--- src/design/i2cm_pkg.sv ---
// ----------------------------------------------------------------------------
// I2C master byte engine package
// Shared types, command codes, register indexes and reset values.
// ----------------------------------------------------------------------------
package i2cm_pkg;

  typedef enum logic [2:0] {
    PH_IDLE  = 3'd0,
    PH_SETUP = 3'd1,
    PH_RISE  = 3'd2,
    PH_HIGH  = 3'd3,
    PH_MID   = 3'd4
  } phase_t;

  localparam logic [1:0] OP_START = 2'd0;
  localparam logic [1:0] OP_STOP  = 2'd1;
  localparam logic [1:0] OP_READ  = 2'd2;
  localparam logic [1:0] OP_WRITE = 2'd3;

  localparam logic [1:0] REG_HALF_PERIOD    = 2'd0;
  localparam logic [1:0] REG_QUARTER_PERIOD = 2'd1;
  localparam logic [1:0] REG_STRETCH_LIMIT  = 2'd2;

  localparam int DELAY_W   = 16;
  localparam int STRETCH_W = 20;
  localparam int BYTE_W    = 8;
  localparam int BITCNT_W  = 4;

  localparam logic [BITCNT_W-1:0]  BITS_PER_BYTE     = 4'd8;
  localparam logic [DELAY_W-1:0]   HALF_RESET        = 16'd22;
  localparam logic [DELAY_W-1:0]   QUARTER_RESET     = 16'd11;
  localparam logic [STRETCH_W-1:0] STRETCH_RESET     = 20'd100000;

  typedef struct packed {
    logic [DELAY_W-1:0]   half_period_ticks;
    logic [DELAY_W-1:0]   quarter_period_ticks;
    logic [STRETCH_W-1:0] stretch_limit;
  } cfg_t;

  typedef struct packed {
    logic              scl_drive;
    logic              sda_drive;
    logic              busy_res;
    logic              done_res;
    logic [BYTE_W-1:0] read_byte;
    logic              slave_nak;
    logic              stretch_timeout;
  } res_t;

endpackage

--- src/design/i2c_master_byte_engine.sv ---
// ----------------------------------------------------------------------------
// I2C master byte engine
// Top level: configuration registers, sequencer and output register.
// ----------------------------------------------------------------------------
// Each request is one tick of the bus timing and yields exactly one result.
// The engine takes one request per clock cycle; the sequencer state and the
// result are both computed in that single cycle, and the result sits in an
// output register so a new request is taken while the previous result is
// taken. Requests are held off only while a result waits under stall.
module i2c_master_byte_engine (
  input  logic                           clk,
  input  logic                           rst,
  input  logic                           in_valid,
  output logic                           in_stall,
  input  logic                           cmd_valid,
  input  logic [1:0]                     opcode,
  input  logic [i2cm_pkg::BYTE_W-1:0]    write_byte,
  input  logic                           scl_sense,
  input  logic                           sda_sense,
  output logic                           out_valid,
  input  logic                           out_stall,
  output logic                           scl_drive,
  output logic                           sda_drive,
  output logic                           busy_res,
  output logic                           done_res,
  output logic [i2cm_pkg::BYTE_W-1:0]    read_byte,
  output logic                           slave_nak,
  output logic                           stretch_timeout,
  input  logic                           cfg_we,
  input  logic [1:0]                     cfg_index,
  input  logic [i2cm_pkg::STRETCH_W-1:0] cfg_data
);

  i2cm_pkg::cfg_t cfg;
  i2cm_pkg::res_t res_comb;
  i2cm_pkg::res_t res_q;
  logic           acc;

  assign in_stall = out_valid && out_stall;
  assign acc      = in_valid && !in_stall;

  i2cm_cfg u_cfg (
    .clk       (clk),
    .rst       (rst),
    .cfg_we    (cfg_we),
    .cfg_index (cfg_index),
    .cfg_data  (cfg_data),
    .cfg       (cfg)
  );

  i2cm_core u_core (
    .clk        (clk),
    .rst        (rst),
    .acc        (acc),
    .cfg        (cfg),
    .cmd_valid  (cmd_valid),
    .opcode     (opcode),
    .write_byte (write_byte),
    .scl_sense  (scl_sense),
    .sda_sense  (sda_sense),
    .res        (res_comb)
  );

  always_ff @(posedge clk) begin
    if (rst) begin
      out_valid <= 1'b0;
    end else if (acc) begin
      out_valid <= 1'b1;
    end else if (!out_stall) begin
      out_valid <= 1'b0;
    end
  end

  always_ff @(posedge clk) begin
    if (acc) res_q <= res_comb;
  end

  assign scl_drive       = res_q.scl_drive;
  assign sda_drive       = res_q.sda_drive;
  assign busy_res        = res_q.busy_res;
  assign done_res        = res_q.done_res;
  assign read_byte       = res_q.read_byte;
  assign slave_nak       = res_q.slave_nak;
  assign stretch_timeout = res_q.stretch_timeout;

endmodule

--- src/design/i2cm_cfg.sv ---
// ----------------------------------------------------------------------------
// I2C master configuration registers
// Holds the timing registers written through the plain write port.
// ----------------------------------------------------------------------------
module i2cm_cfg (
  input  logic                        clk,
  input  logic                        rst,
  input  logic                        cfg_we,
  input  logic [1:0]                  cfg_index,
  input  logic [i2cm_pkg::STRETCH_W-1:0] cfg_data,
  output i2cm_pkg::cfg_t              cfg
);

  i2cm_pkg::cfg_t regs;

  always_ff @(posedge clk) begin
    if (rst) begin
      regs.half_period_ticks    <= i2cm_pkg::HALF_RESET;
      regs.quarter_period_ticks <= i2cm_pkg::QUARTER_RESET;
      regs.stretch_limit        <= i2cm_pkg::STRETCH_RESET;
    end else if (cfg_we) begin
      case (cfg_index)
        i2cm_pkg::REG_HALF_PERIOD: begin
          regs.half_period_ticks <= cfg_data[i2cm_pkg::DELAY_W-1:0];
        end
        i2cm_pkg::REG_QUARTER_PERIOD: begin
          regs.quarter_period_ticks <= cfg_data[i2cm_pkg::DELAY_W-1:0];
        end
        i2cm_pkg::REG_STRETCH_LIMIT: begin
          regs.stretch_limit <= cfg_data;
        end
        default: begin
        end
      endcase
    end
  end

  assign cfg = regs;

endmodule

--- src/design/i2cm_core.sv ---
// ----------------------------------------------------------------------------
// I2C master sequencer
// Advances the bus sequence by one tick per accepted request and forms the
// result of that tick from the updated state.
// ----------------------------------------------------------------------------
module i2cm_core (
  input  logic                        clk,
  input  logic                        rst,
  input  logic                        acc,
  input  i2cm_pkg::cfg_t              cfg,
  input  logic                        cmd_valid,
  input  logic [1:0]                  opcode,
  input  logic [i2cm_pkg::BYTE_W-1:0] write_byte,
  input  logic                        scl_sense,
  input  logic                        sda_sense,
  output i2cm_pkg::res_t              res
);

  i2cm_pkg::phase_t                  phase, phase_next;
  logic [1:0]                        current_op, current_op_next;
  logic [i2cm_pkg::BITCNT_W-1:0]     bit_count, bit_count_next;
  logic [i2cm_pkg::BYTE_W-1:0]       shift_reg, shift_reg_next;
  logic [i2cm_pkg::DELAY_W-1:0]      delay_count, delay_count_next;
  logic [i2cm_pkg::STRETCH_W-1:0]    stretch_count, stretch_count_next;
  logic                              scl_level, scl_level_next;
  logic                              sda_level, sda_level_next;
  logic [i2cm_pkg::BYTE_W-1:0]       received_byte, received_byte_next;
  logic                              nak_flag, nak_flag_next;
  logic                              timeout_flag, timeout_flag_next;

  logic                              delay_done;
  logic [i2cm_pkg::DELAY_W-1:0]      delay_dec;
  logic [i2cm_pkg::DELAY_W-1:0]      half_load;
  logic [i2cm_pkg::DELAY_W-1:0]      quarter_load;
  logic [i2cm_pkg::STRETCH_W-1:0]    limit;
  logic [i2cm_pkg::STRETCH_W-1:0]    stretch_inc;
  logic                              stretch_over;
  logic                              rise_go;
  logic                              framing;
  logic [i2cm_pkg::BITCNT_W-1:0]     bit_inc;
  logic                              byte_end;
  logic [i2cm_pkg::BYTE_W-1:0]       shifted;
  logic                              done;

  function automatic logic drive_level(input logic [i2cm_pkg::BITCNT_W-1:0] bc,
                                       input logic [1:0] op,
                                       input logic [i2cm_pkg::BYTE_W-1:0] sr);
    logic lvl;
    if (bc >= i2cm_pkg::BITS_PER_BYTE) begin
      lvl = (op != i2cm_pkg::OP_READ);
    end else if (op == i2cm_pkg::OP_READ) begin
      lvl = 1'b1;
    end else begin
      lvl = sr[i2cm_pkg::BYTE_W-1];
    end
    return lvl;
  endfunction

  assign delay_done   = (delay_count <= i2cm_pkg::DELAY_W'(1));
  assign delay_dec    = delay_done ? '0 : delay_count - i2cm_pkg::DELAY_W'(1);
  assign half_load    = (cfg.half_period_ticks == '0) ? i2cm_pkg::DELAY_W'(1)
                                                      : cfg.half_period_ticks;
  assign quarter_load = (cfg.quarter_period_ticks == '0) ? i2cm_pkg::DELAY_W'(1)
                                                         : cfg.quarter_period_ticks;
  assign limit        = (cfg.stretch_limit == '0) ? i2cm_pkg::STRETCH_W'(1)
                                                  : cfg.stretch_limit;
  assign stretch_inc  = stretch_count + i2cm_pkg::STRETCH_W'(1);
  assign stretch_over = !scl_sense && (stretch_inc >= limit);
  assign rise_go      = scl_sense || stretch_over;
  assign framing      = (current_op == i2cm_pkg::OP_START) ||
                        (current_op == i2cm_pkg::OP_STOP);
  assign bit_inc      = bit_count + i2cm_pkg::BITCNT_W'(1);
  assign byte_end     = (bit_inc > i2cm_pkg::BITS_PER_BYTE);
  assign shifted      = {shift_reg[i2cm_pkg::BYTE_W-2:0],
                         (current_op == i2cm_pkg::OP_READ) & sda_sense};

  always_comb begin
    phase_next = phase;
    case (phase)
      i2cm_pkg::PH_SETUP: begin
        if (delay_done) phase_next = i2cm_pkg::PH_RISE;
      end
      i2cm_pkg::PH_RISE: begin
        if (rise_go) phase_next = i2cm_pkg::PH_HIGH;
      end
      i2cm_pkg::PH_HIGH: begin
        if (delay_done) begin
          if (framing) begin
            phase_next = i2cm_pkg::PH_MID;
          end else if (byte_end) begin
            phase_next = i2cm_pkg::PH_IDLE;
          end else begin
            phase_next = i2cm_pkg::PH_SETUP;
          end
        end
      end
      i2cm_pkg::PH_MID: begin
        if (delay_done) phase_next = i2cm_pkg::PH_IDLE;
      end
      default: begin
        phase_next = cmd_valid ? i2cm_pkg::PH_SETUP : i2cm_pkg::PH_IDLE;
      end
    endcase
  end

  always_comb begin
    current_op_next    = current_op;
    bit_count_next     = bit_count;
    shift_reg_next     = shift_reg;
    delay_count_next   = delay_count;
    stretch_count_next = stretch_count;
    scl_level_next     = scl_level;
    sda_level_next     = sda_level;
    received_byte_next = received_byte;
    nak_flag_next      = nak_flag;
    timeout_flag_next  = timeout_flag;
    done               = 1'b0;
    case (phase)
      i2cm_pkg::PH_SETUP: begin
        delay_count_next = delay_dec;
        if (delay_done) begin
          scl_level_next     = 1'b1;
          stretch_count_next = '0;
        end
      end
      i2cm_pkg::PH_RISE: begin
        if (!scl_sense) stretch_count_next = stretch_inc;
        if (stretch_over) timeout_flag_next = 1'b1;
        if (rise_go) delay_count_next = framing ? quarter_load : half_load;
      end
      i2cm_pkg::PH_HIGH: begin
        delay_count_next = delay_dec;
        if (delay_done) begin
          if (framing) begin
            sda_level_next   = (current_op == i2cm_pkg::OP_STOP);
            delay_count_next = quarter_load;
          end else begin
            if (bit_count < i2cm_pkg::BITS_PER_BYTE) begin
              shift_reg_next = shifted;
            end else if (current_op == i2cm_pkg::OP_WRITE) begin
              nak_flag_next = sda_sense;
            end
            scl_level_next = 1'b0;
            if (byte_end) begin
              if (current_op == i2cm_pkg::OP_READ) received_byte_next = shift_reg;
              bit_count_next = '0;
              done           = 1'b1;
            end else begin
              bit_count_next   = bit_inc;
              sda_level_next   = drive_level(bit_inc, current_op,
                                   (bit_count < i2cm_pkg::BITS_PER_BYTE) ? shifted
                                                                        : shift_reg);
              delay_count_next = half_load;
            end
          end
        end
      end
      i2cm_pkg::PH_MID: begin
        delay_count_next = delay_dec;
        if (delay_done) begin
          scl_level_next = 1'b0;
          done           = 1'b1;
        end
      end
      default: begin
        if (cmd_valid) begin
          current_op_next    = opcode;
          bit_count_next     = '0;
          stretch_count_next = '0;
          delay_count_next   = half_load;
          if (opcode == i2cm_pkg::OP_START) begin
            sda_level_next = 1'b1;
          end else if (opcode == i2cm_pkg::OP_STOP) begin
            sda_level_next = 1'b0;
          end else begin
            shift_reg_next = (opcode == i2cm_pkg::OP_WRITE) ? write_byte : '0;
            sda_level_next = drive_level('0, opcode,
                               (opcode == i2cm_pkg::OP_WRITE) ? write_byte : '0);
          end
        end
      end
    endcase
  end

  always_comb begin
    res.scl_drive       = scl_level_next;
    res.sda_drive       = sda_level_next;
    res.busy_res        = (phase_next != i2cm_pkg::PH_IDLE);
    res.done_res        = done;
    res.read_byte       = received_byte_next;
    res.slave_nak       = nak_flag_next;
    res.stretch_timeout = timeout_flag_next;
  end

  always_ff @(posedge clk) begin
    if (rst) begin
      phase         <= i2cm_pkg::PH_IDLE;
      current_op    <= '0;
      bit_count     <= '0;
      shift_reg     <= '0;
      delay_count   <= '0;
      stretch_count <= '0;
      scl_level     <= 1'b1;
      sda_level     <= 1'b1;
      received_byte <= '0;
      nak_flag      <= 1'b0;
      timeout_flag  <= 1'b0;
    end else if (acc) begin
      phase         <= phase_next;
      current_op    <= current_op_next;
      bit_count     <= bit_count_next;
      shift_reg     <= shift_reg_next;
      delay_count   <= delay_count_next;
      stretch_count <= stretch_count_next;
      scl_level     <= scl_level_next;
      sda_level     <= sda_level_next;
      received_byte <= received_byte_next;
      nak_flag      <= nak_flag_next;
      timeout_flag  <= timeout_flag_next;
    end
  end

`ifndef SYNTHESIS
  a_done_idle: assert property (@(posedge clk) disable iff (rst)
    (acc && done) |=> (phase == i2cm_pkg::PH_IDLE))
    else $error("completion did not return the sequencer to idle");

  a_bit_range: assert property (@(posedge clk) disable iff (rst)
    bit_count <= i2cm_pkg::BITS_PER_BYTE)
    else $error("bit counter beyond the acknowledge bit");

  a_rise_released: assert property (@(posedge clk) disable iff (rst)
    (phase == i2cm_pkg::PH_RISE || phase == i2cm_pkg::PH_HIGH) |-> scl_level)
    else $error("SCL held low while waiting for or holding the high level");

  a_timeout_sticky: assert property (@(posedge clk) disable iff (rst)
    !$past(rst) |-> !$fell(timeout_flag))
    else $error("stretch timeout flag cleared outside reset");
`endif

endmodule

--- config.mk ---
export PLATFORM = sky130hd
export DESIGN_NAME = i2c_master_byte_engine
export DESIGN_NICKNAME = d
export VERILOG_FILES = /design/src/design/i2cm_pkg.sv /design/src/design/i2c_master_byte_engine.sv /design/src/design/i2cm_cfg.sv /design/src/design/i2cm_core.sv
export SDC_FILE = /design/constraint.sdc
export NUM_CORES = 1
export LEC_CHECK = 0
export BUFFER_PORTS_ARGS = -buffer_cell sky130_fd_sc_hd__buf_4
export CORE_MARGIN = 2
export CORE_UTILIZATION = 60
export DETAILED_ROUTE_END_ITERATION = 16
export PLACE_DENSITY = 0.8
export SYNTH_ARGS = -nofsm -noshare
export SYNTH_HDL_FRONTEND = slang
export SYNTH_SLANG_ARGS = --single-unit
--- constraint.sdc ---
create_clock -name clk -period 10.9 [get_ports clk]
set_input_delay 3.27 -clock clk [delete_from_list [all_inputs] [get_ports clk]]
set_output_delay 3.27 -clock clk [all_outputs]
set_load 0.1 [all_outputs]
Word level (Yosys, flattened, before mapping)
Cells that the tools add are included.
{"block": "totals", "reg_bits": 132, "wordCells": 157, "in_bits": 40, "output_inout_bits": 16}
{"block": "classes", "muxes": 70, "addsub": 3, "reduce_logical": 30, "bitwise_logic": 4, "order_cmp": 5, "n_eq_ne": 22}
{"cell": "$mux 16", "count": 9}
{"cell": "$mux 8", "count": 12}
{"cell": "$mux 20", "count": 4}
{"cell": "$pmux 20 s3", "count": 1}
{"cell": "$pmux 16 s3", "count": 1}
{"cell": "$logic_not 16->1", "count": 2}
{"cell": "$mux 1", "count": 28}
{"cell": "$add 20x1->20 const B", "count": 1}
{"cell": "$ge 20x20->1", "count": 1}
{"cell": "$logic_not 20->1", "count": 1}
{"cell": "$le 16x1->1 const B", "count": 1}
{"cell": "$mux 4", "count": 4}
{"cell": "$pmux 8 s2", "count": 1}
{"cell": "$sub 16x1->16 const B", "count": 1}
{"cell": "$mux 3", "count": 5}
{"cell": "$pmux 3 s4", "count": 1}
{"cell": "$eq 2x2->1 const B", "count": 5}
{"cell": "$ne 2x1->1 const B", "count": 5}
{"cell": "$ne 2x2->1 const B", "count": 5}
{"cell": "$reduce_and 5->1", "count": 2}
{"cell": "$pmux 4 s2", "count": 1}
{"cell": "$reduce_and 8->1", "count": 1}
{"cell": "$reduce_and 7->1", "count": 1}
{"cell": "$eq 2x1->1 const B", "count": 3}
{"cell": "23 further kinds", "count": 38}

Longest topological paths before layout
{"block": "logic_depth", "word_depth": 9, "ltp_mapped": 13, "depth_no_buf": 12}

Hierarchy
A second synthesis with hierarchy kept.
{"block": "hier_totals", "cells_unflattened": 899, "hier_area_um2": 7842.5}
{"module": "i2cm_core", "seq_area_each_um2": 1301.2, "instances": 1, "cells_each": 674, "area_per_inst_um2": 5243.8}
{"module": "i2cm_cfg", "seq_area_each_um2": 1041.0, "instances": 1, "cells_each": 206, "area_per_inst_um2": 2132.0}
{"module": "i2c_master_byte_engine", "seq_area_each_um2": 440.4, "instances": 1, "cells_each": 19, "area_per_inst_um2": 466.7}

Least setup slack after synthesis
OpenSTA, ideal clock, no wires.
{"block": "synth_timing", "path_kind": "in2out", "startpoint": "in out_stall", "endpoint": "out in_stall", "slack_ps": 3652, "t_arrival_ps": 3978, "path_buffers": 0, "required_ps": 7630, "cell_stages": 2, "cell_sequence": "nand2_1 -> inv_1"}
{"block": "synth_between", "elab_chain_len": 1}
{"item": "start, declared", "line_no": "i2c_master_byte_engine.sv:21", "source": "input logic out_stall,"}
{"item": "$logic_and 1x1->1", "line_no": "i2c_master_byte_engine.sv:39", "source": "assign in_stall = out_valid && out_stall;"}
{"item": "end, declared", "line_no": "i2c_master_byte_engine.sv:14", "source": "output logic in_stall,"}
Every way passes these cells.

Worst setup path in the final report
Ends and elaborated chain as after synthesis.

==> impl_results.md <==
- Run status: finished clean
- Worst skew pair latency: 420 ps
- Post-CTS Setup Bufs: 0
- Die Y-Extent: 113.4 um
- Top_reg_cell synth: dfxtp_1
- Starting density of the core: about 62%
- Number of synthesized flops with an enable pin: 14
- Worst-Margin Slew: between 1000 and 1500 ps
- CTS buffer count: 17
- Max H-tree Level: 4
- Clk slew on worst S/H paths: 50 ps
- Final worst slack: 3875 ps
- Hpwl dp: 13.09 mm
- CTS Buffer Depth: 2
- Max reg flops: 52
- Final TNS setup: 0 ps
- Row count: 39
- Clk_skew: 7.414 ps
- Area growth, synth to finish: 13.92%
- # port buffers: 55
- GR Util met1: 38.01%
- CP Launch Type: input port
- Final Cell Area: 8173 um2
- Core area: 11,560 um2
- Synth Instances: 879
- Worst slew margin: roughly 28%
- Setup-failing EPs final: 0
- Critical path fanouts, max: 2
- Worst EP arrival: ~3800 ps
- Count of nets after finishing: 972
- DR iter-0 viols: 635
- Hold WC Path Type: flip-flop to flip-flop
- Post-synthesis simple-gate area fraction: 22.85%
- First-pass GRT wire length: 30.93 mm
- Post-CTS Hold Buffers: 0
- Clock root cell: clkbuf_16
- Pleak: slightly above 3 nW
- Post-layout util: a little over two thirds
- Yosys Warn Count: 0
- Pwr dens: 153.6 nW/um2
- Vias per cell: around 6.3
- Synthesized area: 7174 um2
- Dpl cell area: between 7000 and 8000 um2
- Setup slack at placement: 3869 ps
- First drt pass iteration count: 5
- WHS: approximately 460 ps
- Total power: around 1.3 mW
- Post-detailed-route count of antenna-violating nets: 0
- Post-layout min period: 7025 ps
- Yosys cell types: 66
- Register bit count reported by yosys: 132
- Fmax: 0.1424 GHz
- Post-CTS sizing: 0
- Die area: 12,850 um2
- Routed WL: around 19 mm
- CP Class: input port to output port
- RSZ-0062 raised after global routing: false
- Mux cell area share after synthesis: 5.947%
- Largest family of logic cells by synthesized area: simple AND/OR/NAND/NOR gates
- DRC: 0
- Ports: 56
- Routed WL per cell: 17.59 um
- Gr ovfl total: 0
- CTS tree: built
- Reg-to-reg slack, setup: 6570 ps
- Global routing usage on met2: between 50% and 60%
- All-Layer GR Usage: 29.84%
- Period Utilization, post-route: roughly 64%
- Ant. Diodes: 0
- CTS Sinks: 132
- Maximum vdd drop: 0.0001311 V
- Routed vias: 6,685
- Initial antenna violation count: 0
- Layout Cells excl Fill: 1,063
- CP required: 7630 ps
- Post-synthesis compound-gate area fraction: roughly a fifth
- GR peak layer: met2
- Hold Fails Final Rpt: 0
- Register area share after synthesis: 38.79%
- Share of layout cells above drive strength 1: 12.61%
- RePlAce Congestion: a little under 0.9
- Adder-cell share of the synthesized area: between 4 and 5%
- Xor/xnor share of the synthesized area: 3.784%
- Max-slew violation count: 0
- Die W: about 110 um
- Max-cap violations: 0
- Crit end category: output port
- Synthesized Nets: 944
- Routing usage on met3: 6.749%
- Number of global-route vias before repair: 6,424
- Fraction of registers with async set/reset: 0%
- Mean Syn Cell Area: roughly 8.2 um2
- Inst Count DP: 1,031
- Largest net degree at the start of global routing: 99
-- worst max-delay path: stages --
cell	delay (ps)
buf_4	80
nand2_1	60
inv_1	70
buf_4	280
-- metal layers --
metal | share of wire [%] | routed length (um)
met2 | 49 | 9152
met4 | 2.0 | 379
met5 | 0 | 0
met3 | 6.3 | 1182
met1 | 43 | 7981
-- worst paths after layout --
| check | start | to | cells past startpoint |
|---|---|---|---|
| worst max-delay path | out_stall | in_stall | 4 |
| worst min-delay path | u_core.timeout_flag | u_core.timeout_flag | 2 |
| worst max register to register | u_core.stretch_count[4] | u_core.delay_count[3] | 12 |
| worst min register to register | u_core.timeout_flag | u_core.timeout_flag | 2 |
-- cells in the final DEF, fill, tap and decap left out, types with 4 or more instances in the layout --
cell type / instances
nor4_1: 16
nand4_1: 17
nand3b_1: 7
nor2_1: 67
o31ai_1: 4
nand2b_1: 5
mux2_2: 13
a22oi_1: 10
a211oi_1: 16
o21a_1: 4
nand2_1: 142
and3_1: 5
nor2b_1: 5
a221oi_1: 13
xor2_1: 12
edfxtp_1: 14
or3_1: 5
clkinvlp_4: 4
mux2i_1: 28
clkbuf_16: 17
o211ai_1: 10
xnor2_1: 19
o21ai_0: 34
a2111oi_0: 5
ha_1: 25
nand3_1: 19
a21oi_1: 80
buf_4: 60
and2_1: 4
inv_1: 47
a31oi_1: 5
dfxtp_1: 118
nor3_1: 24
-- synthesized netlist by cell type, drive strengths merged, types with 7 or more instances --
library cell | count | area (um2)
a211oi | 16 | 120.1
a21oi | 80 | 400.4
a221oi | 13 | 113.9
a22oi | 10 | 75.07
buf | 9 | 41.29
clkbuf | 42 | 157.7
dfxtp | 118 | 2362
edfxtp | 14 | 420.4
ha | 25 | 312.8
inv | 47 | 176.4
mux2 | 13 | 146.4
mux2i | 28 | 280.3
nand2 | 142 | 533.0
nand3 | 19 | 95.09
nand3b | 7 | 52.55
nand4 | 17 | 106.4
nor2 | 67 | 251.5
nor3 | 24 | 120.1
nor4 | 19 | 163.9
o211ai | 10 | 75.07
o21ai | 35 | 175.2
xnor2 | 19 | 166.4
xor2 | 12 | 105.1
-- cell type report --
type / count / area, um2
Timing Repair Buffer: 60 / 450.4
Fill cell: 900 / 3392
Multi-Input combinational cell: 648 / 4013
Clock buffer: 19 / 432.9
Tap cell: 143 / 178.9
Clock inverter: 13 / 135.1
Sequential cell: 132 / 2783
Inverter: 48 / 180.2
-- kinds of logic after synthesis --
logic type / count (synthesis)
AOI/OAI and AO/OA: 212
xor gates and xnor gates: 31
adders and majority gates: 25
buffers and inverters: 99
DFF: 132
muxes: 41
and+or+nand+nor: 339
-- where the power goes --
part / leakage [nW] / internal, mW / total, mW / switching (mW)
Sequential: 1.10 / 0.509 / 0.527 / 0.0175
Clock: 0.267 / 0.335 / 0.549 / 0.214
Combinational: 1.72 / 0.0600 / 0.180 / 0.120
Total: 3.08 / 0.904 / 1.26 / 0.352
(Power assumes the default switching activity.)
